$ cat config.mk
export PLATFORM = sky130hd
export DESIGN_NAME = adsw_sqrt
export DESIGN_NICKNAME = d
export VERILOG_FILES = /design/src/hdl/adsw_pkg.sv /design/src/hdl/adsw_sqrt.sv
export SDC_FILE = /design/constraint.sdc
export NUM_CORES = 1
export LEC_CHECK = 0
export ABC_AREA = 1
export BUFFER_PORTS_ARGS = -buffer_cell sky130_fd_sc_hd__clkbuf_2
export CAP_MARGIN = 20
export CORE_UTILIZATION = 64
export CTS_CLUSTER_DIAMETER = 30
export CTS_CLUSTER_SIZE = 28
export DETAILED_ROUTE_END_ITERATION = 8
export HOLD_SLACK_MARGIN = 0.05
export MAX_ROUTING_LAYER = met4
export PLACE_DENSITY = 0.81
export SLEW_MARGIN = 20
export SYNTH_ARGS = -nofsm -noshare
export SYNTH_HDL_FRONTEND = slang
export SYNTH_SLANG_ARGS = --single-unit
export TNS_END_PERCENT = 100
$ cat constraint.sdc
create_clock -name clk -period 11.8 [get_ports clk]
set_input_delay 3.54 -clock clk [delete_from_list [all_inputs] [get_ports clk]]
set_output_delay 3.54 -clock clk [all_outputs]
set_load 0.05 [all_outputs]
$ cat src/hdl/adsw_pkg.sv
`timescale 1ns / 1ps
// Package for the angular density evaluator: payload and configuration types,
// fixed-point constants, the arctangent table and the shared rounding multiply.
// No dependencies.
package adsw_pkg;

  localparam int FRAC_BITS   = 14;
  localparam int ONE         = 1 << FRAC_BITS;
  localparam int TRIG_STAGES = 16;
  localparam int SQRT_STEPS  = 15;
  localparam int NUM_REGS    = 6;
  localparam int CFG_IDX_W   = 3;
  localparam int CFG_DATA_W  = 16;
  localparam int Z_W         = 35;
  localparam int XY_W        = 34;

  localparam logic [CFG_IDX_W-1:0] REG_LONG_FRACTION  = 3'd0;
  localparam logic [CFG_IDX_W-1:0] REG_S7_COEFF       = 3'd1;
  localparam logic [CFG_IDX_W-1:0] REG_AT2_COEFF      = 3'd2;
  localparam logic [CFG_IDX_W-1:0] REG_SWAVE_FRACTION = 3'd3;
  localparam logic [CFG_IDX_W-1:0] REG_AS_COEFF       = 3'd4;
  localparam logic [CFG_IDX_W-1:0] REG_A7S_COEFF      = 3'd5;

  localparam logic signed [Z_W-1:0] PI_Q30      = 35'sd3373259426;
  localparam logic signed [Z_W-1:0] HALF_PI_Q30 = 35'sd1686629713;
  localparam logic signed [Z_W-1:0] TWO_PI_Q30  = 35'sd6746518852;
  localparam logic signed [XY_W-1:0] GAIN_Q30   = 34'sd652032874;

  localparam logic signed [23:0] DENS_MAX = 24'sd131071;
  localparam logic signed [23:0] DENS_MIN = -24'sd131072;

  typedef logic signed [23:0] val_t;

  typedef struct packed {
    logic signed [15:0] cos_lepton;
    logic signed [15:0] cos_kaon;
    logic [15:0]        azimuth;
  } item_t;

  typedef struct packed {
    logic signed [17:0] density;
    logic               saturated;
  } result_t;

  typedef struct packed {
    logic signed [15:0] long_fraction;
    logic signed [15:0] s7_coeff;
    logic signed [15:0] at2_coeff;
    logic signed [15:0] swave_fraction;
    logic signed [15:0] as_coeff;
    logic signed [15:0] a7s_coeff;
  } cfg_t;

  function automatic logic signed [15:0] clamp_q(input logic signed [15:0] v);
    logic signed [15:0] r;
    r = v;
    if (v > 16'sd16384) r = 16'sd16384;
    else if (v < -16'sd16384) r = -16'sd16384;
    return r;
  endfunction

  function automatic logic signed [15:0] clamp_frac(input logic [14:0] v);
    logic signed [15:0] r;
    r = (v > 15'd16384) ? 16'sd16384 : $signed({1'b0, v});
    return r;
  endfunction

  // round to nearest, ties up, at FRAC_BITS
  function automatic val_t fmul(input val_t a, input val_t b);
    logic signed [47:0] p;
    p = 48'(a) * 48'(b) + 48'sd8192;
    return p[37:14];
  endfunction

  function automatic val_t from_q30(input logic signed [XY_W-1:0] v);
    logic signed [XY_W-1:0] t;
    logic signed [17:0]     s;
    val_t                   r;
    t = v + 34'sd32768;
    s = t[XY_W-1:16];
    r = val_t'(s);
    if (s > 18'sd16384) r = 24'sd16384;
    else if (s < -18'sd16384) r = -24'sd16384;
    return r;
  endfunction

  function automatic logic signed [Z_W-1:0] atan_q30(input int i);
    logic signed [Z_W-1:0] r;
    case (i)
      0: r = 35'sh3243F6A8;  1: r = 35'sh1DAC6705;  2: r = 35'sh0FADBAFC;
      3: r = 35'sh07F56EA6;  4: r = 35'sh03FEAB76;  5: r = 35'sh01FFD55B;
      6: r = 35'sh00FFFAAA;  7: r = 35'sh007FFF55;  8: r = 35'sh003FFFEA;
      9: r = 35'sh001FFFFD;  10: r = 35'sh000FFFFF; 11: r = 35'sh0007FFFF;
      12: r = 35'sh0003FFFF; 13: r = 35'sh0001FFFF; 14: r = 35'sh0000FFFF;
      15: r = 35'sh00007FFF; 16: r = 35'sh00003FFF; 17: r = 35'sh00001FFF;
      18: r = 35'sh00000FFF; 19: r = 35'sh000007FF; 20: r = 35'sh000003FF;
      21: r = 35'sh000001FF; 22: r = 35'sh000000FF; 23: r = 35'sh0000007F;
      24: r = 35'sh0000003F; 25: r = 35'sh0000001F; 26: r = 35'sh0000000F;
      27: r = 35'sh00000008; 28: r = 35'sh00000004; 29: r = 35'sh00000002;
      30: r = 35'sh00000001;
      default: r = '0;
    endcase
    return r;
  endfunction

endpackage

$ cat src/hdl/adsw_sqrt.sv
`timescale 1ns / 1ps
// Pipelined integer square root giving sin = sqrt(ONE^2 - c^2), one result bit
// per stage, SQRT_STEPS bits; the clamped cosine rides along. Depends on adsw_pkg.
module adsw_sqrt #(
  parameter int STAGES = 16
) (
  input  logic                 clk,
  input  logic                 adv,
  input  logic signed [15:0]   cos_in,
  output logic signed [15:0]   cos_out,
  output logic signed [15:0]   sin_out
);
  import adsw_pkg::*;

  logic [28:0]        n [0:STAGES];
  logic [29:0]        r [0:STAGES];
  logic signed [15:0] c [0:STAGES];
  logic signed [15:0] cin;
  logic signed [31:0] sq;

  assign cin = clamp_q(cos_in);
  assign sq  = cin * cin;

  always_ff @(posedge clk) begin
    if (adv) begin
      n[0] <= 29'(32'sd268435456 - sq);
      r[0] <= '0;
      c[0] <= cin;
    end
  end

  for (genvar i = 0; i < STAGES; i++) begin : g_step
    localparam logic [30:0] BIT = (i < SQRT_STEPS) ? (31'd1 << (28 - 2 * i)) : 31'd0;
    logic [30:0] trial;
    logic [28:0] n_next;
    logic [29:0] r_next;
    always_comb begin
      trial  = 31'(r[i]) + BIT;
      n_next = n[i];
      r_next = r[i];
      if (i < SQRT_STEPS) begin
        if (31'(n[i]) >= trial) begin
          n_next = 29'(31'(n[i]) - trial);
          r_next = 30'((31'(r[i]) >> 1) + BIT);
        end else begin
          r_next = r[i] >> 1;
        end
      end
    end
    always_ff @(posedge clk) begin
      if (adv) begin
        n[i+1] <= n_next;
        r[i+1] <= r_next;
        c[i+1] <= c[i];
      end
    end
  end

  assign cos_out = c[STAGES];
  assign sin_out = $signed({1'b0, r[STAGES][14:0]});

endmodule

==> flow_summary.toml <==
[sta]
max_slew_margin_pct = 20.56
clock.fmax_mhz = 94.65
maxSlewViolCount = 0
post-route-period-util_pct = 89.54
layout_min_cycle_time_ps = 10570
hold_ws_ps = 408.2
max_slew.worst_pin.slew_ps = 1192
setup_tns_ps = 0
skew_ps = 42.93
unrepaired_setup_endpoints_after_global_routing = "false"
timing.final.hold_violations = 0
setup_viol = 0

[cts]
cts-root-buf = "clkbuf_16"
worst_skew_pair.late_latency_ps = 720
total_cts_buffers = 132
cts.repair.resized = 0
post_cts_hold_buffer_count = 0
cts_tree = "done"
cts.sink_count = 812
post-cts-setup-buffers = 0
clock_tree.buffer_depth = 3
cts_htree_levels = 4
cts.clk_slew.worst_paths_ps = 60

[placement]
place_area_sq_um = 43700
gp_congestion = 0.9849
dpl.cell_count = 4440
detailedPlacementHpwl_microns = 55300
buffer_ports.inserted = 48

[power]
power-per-cell-area_nw_per_um2 = 282.4
peakVddDrop_mv = 0.4822
power_leakage_nw = 20.12

[setup_path]
critical_path_peak_fanout = 21
timing.critical_path.to_type = "flop"
crit_type = "in2reg"
critPathMaxStageDelay_ps = 560
start_kind = "primary input"
cp.required_ps = 12240
slowest_stage = "fa_1"
cp.arrival_ps = 11010

[outcome]
outcome = "finished, final reports clean"

[global_routing]
grt_overflow = 0
grt_max_degree = 195
grt_pass1_vias = 26990
grt.total_usage_pct = 26.41
grt_pass1_wl_microns = 133800
antenna_violations_before_repair = 1

[route]
detail_route.first_pass.iterations = 6
detail_route.wl_per_cell_microns = 17.64
total_wirelength_of_the_detailed_routed_design_microns = 82570
avgViaCountPerCell = 5.526
ant_nets = 0
detailedRoute.firstIterationViolations = 2263
drc = 0
vias = 25870

[layout]
nNetsFinal = 4164
layout.cells.non_filler = 4681
finish.instance_area_sq_um = 48160
layout-area-overhead-vs-synth_pct = 13.20
final_layout_size_suffix_gt1_share_pct = 8.648

[synthesis]
synth-edff-count = 812
dominantRegCellSynth = "edfxtp_1"
ys_warn_count = 0
synthesis.area_per_instance_sq_um = 11.93
synth_cell_type_count = 65
syn-instance-count = 3567
synth_area_leaders = "edfxtp_1, fa_1, ha_1"
synth.cell_area_sq_um = 42540
yosysTopAreaCell = "edfxtp_1"
yosys_register_bits = 812
post-synth-top-count-cell = "edfxtp_1"
synth_async_sr_flop_share_pct = 0
proportion_of_netlist_area_held_by_the_largest_area_contributor_pct = 57.31
cell_types_with_the_highest_counts_after_synthesis = "edfxtp_1, inv_1, nand2_1, nor2_1, ha_1"
synth.yosys.seq_area_share_pct = 57.31

[floorplanning]
boundaryPins = 50
design.die.area_sq_um = 67510
placement_rows = 94
chipHeight_microns = 259.8
dieWidth_microns = 259.8
core_sq_um = 65750
floorplan.initialDensity_pct = 64.71

[min_path]
hold_class = "reg2reg"

[job]
max_cap_viols = 0
[path summary, 6_finish.rpt]
check	from	cells after the start	slack, ps	end
worst max-delay path	cos_in[14]	29	1230	n[0][26]$_DFFE_PP_
worst min-delay path	c[0][203]$_DFFE_PP_	0	410	c[0][219]$_DFFE_PP_
worst max register to register	n[0][385]$_DFFE_PP_	13	8590	n[0][431]$_DFFE_PP_
worst min register to register	c[0][203]$_DFFE_PP_	0	410	c[0][219]$_DFFE_PP_
[critical path, delay by kind of cell]
family | cells | cell delay (ps)
buf+inv | 9 | 1330
compound gates | 3 | 680
xor+xnor | 1 | 140
simple gates | 9 | 1750
fa+ha+maj | 7 | 3550
[per-layer routing]
metal | global-route usage (%) | vias up | share of wire, %
met3 | 5.175 | 233 | 6.8
met2 | 45.43 | 982 | 51
met5 | - | - | 0
met4 | 11.80 | 0 | 4.0
met1 | 29.82 | 12420 | 38
li1 | - | 12230 | -
[cells by family (layout without fill, tap and decap cells)]
family,after synthesis,in the layout,share of synthesized area [%]
other cells,1,3,0.008815
fa+ha+maj,436,436,16.60
compound gates,397,397,5.129
flops,812,812,57.31
simple gates,993,993,10.17
xor+xnor,195,195,4.014
buf+inv,733,981,6.764
[flip-flops by register name, summed over array words and instances, names as in the netlist]
signal,flops
c,257
n,420
r,135
[placed cells by master (no fill, tap or decap), types with 5 or more instances in the layout]
| cell | count |
|---|---|
| o21bai_1 | 8 |
| buf_4 | 10 |
| inv_2 | 11 |
| a31oi_1 | 9 |
| clkinv_4 | 6 |
| or2_2 | 9 |
| fa_1 | 214 |
| nor3_1 | 45 |
| inv_6 | 9 |
| inv_8 | 5 |
| clkinvlp_4 | 18 |
| nor2_1 | 267 |
| nand2_1 | 474 |
| edfxtp_1 | 812 |
| clkbuf_16 | 132 |
| o21ai_0 | 156 |
| o21ai_1 | 13 |
| a21oi_1 | 156 |
| nor2_2 | 7 |
| bufinv_16 | 13 |
| clkbuf_2 | 47 |
| clkinv_1 | 18 |
| inv_1 | 664 |
| xnor2_1 | 72 |
| ha_1 | 222 |
| a21o_1 | 14 |
| o31ai_1 | 7 |
| nand2_2 | 6 |
| nand4_1 | 37 |
| xor2_1 | 123 |
| nand3_1 | 69 |
| clkinv_8 | 9 |
| clkbuf_1 | 10 |
| clkinv_2 | 20 |
| nor4_1 | 48 |
| a211oi_1 | 5 |
[layout make-up]
cell class,instances,area [sq um]
multi-input combinational,2023,15290
clock buffer,142,3341
antenna,1,2.502
fill,4092,17590
tap,864,1081
clock inverter,98,1114
sequential,812,24380
timing repair buffer,61,385.4
inverter,680,2557
[report_power, final]
part           switching, mW  leakage (nW)  total [mW]  internal, mW
combinational           3.55          10.2        5.55          2.00
clock                   1.41          2.13        3.79          2.38
sequential             0.274          7.83        4.27          4.00
[per-stage QoR]
| stage | utilization [%] | setup WS, ps | power, mW |
|---|---|---|---|
| after global placement | 66.46 | 948.0 | 9.344 |
| after global routing | 73.25 | 719.5 | 14.42 |
| after detailed placement | 66.46 | 777.7 | 9.470 |
| final | 73.25 | 1235 | 13.60 |
| after floorplan | - | 2133 | 8.121 |
| after CTS | 73.24 | 1372 | 13.53 |
(Power assumes the default switching activity.)
