## config.mk

```make
export PLATFORM = sky130hd
export DESIGN_NAME = adsw_cordic
export DESIGN_NICKNAME = d
export VERILOG_FILES = /design/src/hdl/adsw_pkg.sv /design/src/hdl/adsw_cordic.sv
export SDC_FILE = /design/constraint.sdc
export NUM_CORES = 2
export LEC_CHECK = 0
export BUFFER_PORTS_ARGS = -buffer_cell sky130_fd_sc_hd__buf_2
export CORE_MARGIN = 1.5
export CORE_UTILIZATION = 39
export CTS_BUF_LIST = sky130_fd_sc_hd__clkbuf_4 sky130_fd_sc_hd__clkbuf_8
export DETAILED_ROUTE_END_ITERATION = 8
export GPL_TIMING_DRIVEN = 0
export PLACE_DENSITY = 0.58
export SLEW_MARGIN = 20
export SYNTH_ARGS = -nofsm -noshare
export SYNTH_HDL_FRONTEND = slang
export SYNTH_SLANG_ARGS = --single-unit
export TNS_END_PERCENT = 100
```

## constraint.sdc

```tcl
create_clock -name clk -period 17.6 [get_ports clk]
set_input_delay 3.52 -clock clk [delete_from_list [all_inputs] [get_ports clk]]
set_output_delay 3.52 -clock clk [all_outputs]
set_load 0.02 [all_outputs]
```

## src/hdl/adsw_pkg.sv

```systemverilog
`timescale 1ns / 1ps
// Package for the angular density evaluator: payload and configuration types,
// fixed-point constants, the arctangent table and the shared rounding multiply.
// No dependencies.
package adsw_pkg;

  localparam int FRAC_BITS   = 14;
  localparam int ONE         = 1 << FRAC_BITS;
  localparam int TRIG_STAGES = 16;
  localparam int SQRT_STEPS  = 15;
  localparam int NUM_REGS    = 6;
  localparam int CFG_IDX_W   = 3;
  localparam int CFG_DATA_W  = 16;
  localparam int Z_W         = 35;
  localparam int XY_W        = 34;

  localparam logic [CFG_IDX_W-1:0] REG_LONG_FRACTION  = 3'd0;
  localparam logic [CFG_IDX_W-1:0] REG_S7_COEFF       = 3'd1;
  localparam logic [CFG_IDX_W-1:0] REG_AT2_COEFF      = 3'd2;
  localparam logic [CFG_IDX_W-1:0] REG_SWAVE_FRACTION = 3'd3;
  localparam logic [CFG_IDX_W-1:0] REG_AS_COEFF       = 3'd4;
  localparam logic [CFG_IDX_W-1:0] REG_A7S_COEFF      = 3'd5;

  localparam logic signed [Z_W-1:0] PI_Q30      = 35'sd3373259426;
  localparam logic signed [Z_W-1:0] HALF_PI_Q30 = 35'sd1686629713;
  localparam logic signed [Z_W-1:0] TWO_PI_Q30  = 35'sd6746518852;
  localparam logic signed [XY_W-1:0] GAIN_Q30   = 34'sd652032874;

  localparam logic signed [23:0] DENS_MAX = 24'sd131071;
  localparam logic signed [23:0] DENS_MIN = -24'sd131072;

  typedef logic signed [23:0] val_t;

  typedef struct packed {
    logic signed [15:0] cos_lepton;
    logic signed [15:0] cos_kaon;
    logic [15:0]        azimuth;
  } item_t;

  typedef struct packed {
    logic signed [17:0] density;
    logic               saturated;
  } result_t;

  typedef struct packed {
    logic signed [15:0] long_fraction;
    logic signed [15:0] s7_coeff;
    logic signed [15:0] at2_coeff;
    logic signed [15:0] swave_fraction;
    logic signed [15:0] as_coeff;
    logic signed [15:0] a7s_coeff;
  } cfg_t;

  function automatic logic signed [15:0] clamp_q(input logic signed [15:0] v);
    logic signed [15:0] r;
    r = v;
    if (v > 16'sd16384) r = 16'sd16384;
    else if (v < -16'sd16384) r = -16'sd16384;
    return r;
  endfunction

  function automatic logic signed [15:0] clamp_frac(input logic [14:0] v);
    logic signed [15:0] r;
    r = (v > 15'd16384) ? 16'sd16384 : $signed({1'b0, v});
    return r;
  endfunction

  // round to nearest, ties up, at FRAC_BITS
  function automatic val_t fmul(input val_t a, input val_t b);
    logic signed [47:0] p;
    p = 48'(a) * 48'(b) + 48'sd8192;
    return p[37:14];
  endfunction

  function automatic val_t from_q30(input logic signed [XY_W-1:0] v);
    logic signed [XY_W-1:0] t;
    logic signed [17:0]     s;
    val_t                   r;
    t = v + 34'sd32768;
    s = t[XY_W-1:16];
    r = val_t'(s);
    if (s > 18'sd16384) r = 24'sd16384;
    else if (s < -18'sd16384) r = -24'sd16384;
    return r;
  endfunction

  function automatic logic signed [Z_W-1:0] atan_q30(input int i);
    logic signed [Z_W-1:0] r;
    case (i)
      0: r = 35'sh3243F6A8;  1: r = 35'sh1DAC6705;  2: r = 35'sh0FADBAFC;
      3: r = 35'sh07F56EA6;  4: r = 35'sh03FEAB76;  5: r = 35'sh01FFD55B;
      6: r = 35'sh00FFFAAA;  7: r = 35'sh007FFF55;  8: r = 35'sh003FFFEA;
      9: r = 35'sh001FFFFD;  10: r = 35'sh000FFFFF; 11: r = 35'sh0007FFFF;
      12: r = 35'sh0003FFFF; 13: r = 35'sh0001FFFF; 14: r = 35'sh0000FFFF;
      15: r = 35'sh00007FFF; 16: r = 35'sh00003FFF; 17: r = 35'sh00001FFF;
      18: r = 35'sh00000FFF; 19: r = 35'sh000007FF; 20: r = 35'sh000003FF;
      21: r = 35'sh000001FF; 22: r = 35'sh000000FF; 23: r = 35'sh0000007F;
      24: r = 35'sh0000003F; 25: r = 35'sh0000001F; 26: r = 35'sh0000000F;
      27: r = 35'sh00000008; 28: r = 35'sh00000004; 29: r = 35'sh00000002;
      30: r = 35'sh00000001;
      default: r = '0;
    endcase
    return r;
  endfunction

endpackage

```

## src/hdl/adsw_cordic.sv

```systemverilog
`timescale 1ns / 1ps
// Pipelined CORDIC rotation for sin(phi) and cos(phi) in Q30, with range
// reduction in the entry stage; carries the request valid bit. Depends on adsw_pkg.
module adsw_cordic #(
  parameter int STAGES = 16,
  parameter int TRIG   = 16
) (
  input  logic                        clk,
  input  logic                        rst,
  input  logic                        adv,
  input  logic                        in_valid,
  input  logic [15:0]                 azimuth,
  output logic                        out_valid,
  output logic signed [adsw_pkg::XY_W-1:0] out_x,
  output logic signed [adsw_pkg::XY_W-1:0] out_y,
  output logic                        out_neg
);
  import adsw_pkg::*;

  logic signed [XY_W-1:0] x [0:STAGES];
  logic signed [XY_W-1:0] y [0:STAGES];
  logic signed [Z_W-1:0]  z [0:STAGES];
  logic                   ng [0:STAGES];
  logic                   v [0:STAGES];

  logic signed [Z_W-1:0] z0, z1, z_next;
  logic                  neg_next;

  always_comb begin
    z0 = $signed({3'b0, azimuth, 16'b0});
    z1 = (z0 > PI_Q30) ? z0 - TWO_PI_Q30 : z0;
    z_next   = z1;
    neg_next = 1'b0;
    if (z1 > HALF_PI_Q30) begin
      z_next   = PI_Q30 - z1;
      neg_next = 1'b1;
    end else if (z1 < -HALF_PI_Q30) begin
      z_next   = -PI_Q30 - z1;
      neg_next = 1'b1;
    end
  end

  always_ff @(posedge clk) begin
    if (rst) begin
      v[0] <= 1'b0;
    end else if (adv) begin
      v[0] <= in_valid;
    end
  end

  always_ff @(posedge clk) begin
    if (adv) begin
      x[0]  <= GAIN_Q30;
      y[0]  <= '0;
      z[0]  <= z_next;
      ng[0] <= neg_next;
    end
  end

  for (genvar i = 0; i < STAGES; i++) begin : g_rot
    localparam logic signed [Z_W-1:0] ANG = atan_q30(i);
    logic signed [XY_W-1:0] x_next, y_next;
    logic signed [Z_W-1:0]  zz_next;
    always_comb begin
      x_next  = x[i];
      y_next  = y[i];
      zz_next = z[i];
      if (i < TRIG) begin
        if (z[i] >= 0) begin
          x_next  = x[i] - (y[i] >>> i);
          y_next  = y[i] + (x[i] >>> i);
          zz_next = z[i] - ANG;
        end else begin
          x_next  = x[i] + (y[i] >>> i);
          y_next  = y[i] - (x[i] >>> i);
          zz_next = z[i] + ANG;
        end
      end
    end
    always_ff @(posedge clk) begin
      if (rst) begin
        v[i+1] <= 1'b0;
      end else if (adv) begin
        v[i+1] <= v[i];
      end
    end
    always_ff @(posedge clk) begin
      if (adv) begin
        x[i+1]  <= x_next;
        y[i+1]  <= y_next;
        z[i+1]  <= zz_next;
        ng[i+1] <= ng[i];
      end
    end
  end

  assign out_valid = v[STAGES];
  assign out_x     = x[STAGES];
  assign out_y     = y[STAGES];
  assign out_neg   = ng[STAGES];

endmodule

```

==> summary.txt <==
Timing
  • Period minus WS final: 7.65 ns
  • Setup TNS: 0 ns
  • Tcrit/Tclk final: 0.435
  • Final Hold Fails: 0
  • RSZ-0062 raised after global routing: no
  • Final Skew: 0.0952 ns
  • Achievable frequency: 0.131 GHz
  • Final WS setup: 9.95 ns
  • Setup Viol. Count Final: 0
  • Slew margin rel.: 0.272
  • Max-slew violation count: 0
  • Worst Max-Slew Pin Slew: 1.08 ns

Floorplanning
  • Die Area: 329000 um2
  • DIE HEIGHT: 574 um
  • Num rows: 209
  • Die Wd: 574 um
  • Core area: 324000 um2
  • Initial Utilization: 0.392
  • Ports: 90

Worst setup path
  • Setup CP Type: reg2reg
  • Critical Path Start Type: flip-flop
  • Worst EP arrival: 8.38 ns
  • CP bufs+invs: 3
  • CP delay by family, top: compound AO/OA/AOI/OAI gates
  • Crit path cell chain: clkbuf_1 -> clkbuf_1 -> clkbuf_1 -> o21ai_0 -> fa_1 -> a21o_1 -> a21o_1 -> a2111oi_0 -> o211ai_1 -> a211oi_1 -> a21oi_1 -> o41ai_1 -> a31oi_1 -> a221o_1 -> a21oi_1 -> xnor2_1
  • Data required time of the critical path: 18.33 ns
  • Top cell by count, worst path: clkbuf_1
  • Worst path max stage delay: 0.88 ns
  • Critical path's slowest cell: a2111oi_0
  • Crit-path max FO: 18
  • Crit. End Element: flip-flop

Detailed routing
  • First-pass iteration count of the detailed router: 9
  • DR iter-0 viols: 5476
  • Routed Antenna Nets: 0
  • Vias: 97900
  • Post-Route WL: 322000 um
  • DRC viols: 10
  • Vias per cell: 5.44
  • Wire length per cell: 17.9 um

Place
  • Port bufs: 87
  • Pre-CTS setup slack: 9.53 ns
  • Placed wire-length estimate: 256000 um
  • Routability Congestion: 0.902

Layout
  • Commonest non-fill, non-tap cell in the layout: edfxtp_1
  • Fillers: 31800
  • Layout area overhead: 9.72%
  • Total area of sequential cells: 46000 um2
  • Commonest non-fill, non-tap cells in the layout: edfxtp_1, ha_1, xnor2_1, a21oi_1, nor2_1
  • Fraction of layout cells with a size suffix above 1: 0.0538
  • Multi-input gate area: 78600 um2
  • Net count, final: 15000

Synth
  • YS warnings: 0
  • Post-synth EDFFs: 1532
  • Syn Area/Cell: 9.75 um2
  • Mapped Nets: 14600
  • Sequential share of the synthesized area: 0.362
  • Mapped cell area: 127000 um2
  • Gate Count Post-Synth: 13000
  • Top FF cell, synth: edfxtp_1
  • Yosys reg bits: 1532
  • Yosys cell types: 83
  • Ys async rst share: 0

Status
  • Violated checks: DRC
  • Status: finished, violations left

Clock network
  • Setup Buffers After CTS: 0
  • Root buf cell: clkbuf_8
  • Num CTS Buffers: 296
  • Clk_lat worst skew: 1.08 ns
  • CTS hold repair buffers: 0
  • Clock Pin Slew Worst Setup and Hold Paths: 0.06 ns
  • H-tree Lvls: 5
  • TritonCTS clock tree: yes
  • Clock buffer depth: 4
  • Sink Count: 1532
  • Post_cts resized: 0

Global route
  • First-pass GRT wire length: 510000 um
  • Number of global-route vias before repair: 95300
  • Gr usage total: 0.189
  • Final global-route overflow total: 0
  • Pin count of the biggest net entering global routing: 143
  • Initial antenna violation count: 3

Job
  • MaxCap Viol Count: 0

Min path
  • HP Class: reg2reg
-- worst reg2reg max path, cell delays in order (launching register included) --
cell and delay, ns:
edfxtp_1 0.80, clkbuf_1 0.62, clkbuf_1 0.52, clkbuf_1 0.61, o21ai_0 0.31, fa_1 0.49
a21o_1 0.19, a21o_1 0.21, a2111oi_0 0.88, o211ai_1 0.35, a211oi_1 0.53, a21oi_1 0.18
o41ai_1 0.68, a31oi_1 0.30, a221o_1 0.42, a21oi_1 0.17, xnor2_1 0.10
-- flip-flops by register name, indices dropped and copies added (netlist names) --
signal / cells
x: 484
ng: 16
y: 511
z: 504
v: 17
-- area by class of cell --
| cell class | instances | area share |
|---|---|---|
| antenna | 4 | 0.0000718 |
| buffer | 171 | 0.00460 |
| clock buffer | 365 | 0.0333 |
| clock inverter | 159 | 0.00956 |
| inverter | 500 | 0.0135 |
| multi-input combinational | 10800 | 0.564 |
| sequential | 1532 | 0.330 |
| tap | 4325 | 0.0388 |
| timing repair buffer | 106 | 0.00668 |
-- metal layers --
layer	vias up	wire [um]	global-route usage
met5	-	0	0
met4	0	10300	0.0618
met3	549	11900	0.0237
met2	1690	164000	0.354
met1	45900	136000	0.222
li1	49700	-	-
-- per-stage QoR --
step	hold slack, ns	utilization	instances	area [um2]
final	0.381	0.430	18000	139000
after global routing	0.372	0.430	18000	139000
after CTS	0.369	0.430	18000	139000
after detailed placement	0.405	0.412	17500	133000
after global placement	0.401	0.410	17500	133000
after floorplan	0.400	-	13000	127000
-- worst paths after layout --
kind,from,endpoint,slack [ns],depth (start not counted)
max,z[0][139]$_DFFE_PP_,y[0][168]$_DFFE_PP_,9.95,16
min,ng[0][3]$_DFFE_PP_,ng[0][4]$_DFFE_PP_,0.38,0
max reg2reg,z[0][139]$_DFFE_PP_,y[0][168]$_DFFE_PP_,9.95,16
min reg2reg,ng[0][3]$_DFFE_PP_,ng[0][4]$_DFFE_PP_,0.38,0
-- kinds of logic (layout without fill, tap and decap cells) --
| kind of cell | count (synthesis) | after routing | synth area share |
|---|---|---|---|
| and+or+nand+nor | 3452 | 3452 | 0.134 |
| xor gates and xnor gates | 1867 | 1867 | 0.129 |
| adders and majority gates | 1494 | 1494 | 0.150 |
| muxes | 33 | 33 | 0.00263 |
| other | 2 | 6 | 0.0000591 |
| AOI/OAI and AO/OA | 3989 | 3989 | 0.203 |
| buffers and inverters | 671 | 1301 | 0.0198 |
| DFF | 1532 | 1532 | 0.362 |
-- cells in the mapped netlist (225+ instances only) --
cell	count	area (um2)
a21o_1	664	4980
a21oi_1	1060	5310
edfxtp_1	1532	46000
ha_1	1452	18200
inv_1	497	1870
nand2_1	776	2910
nand2b_1	225	1410
nand3_1	231	1160
nor2_1	960	3600
nor3_1	251	1260
o21a_1	257	1930
o21ai_0	812	4060
xnor2_1	1209	10600
xor2_1	656	5750
Power is left out: the tool's default activity adds up to more than one toggle a clock period on the data nets, which glitch-free logic cannot reach.
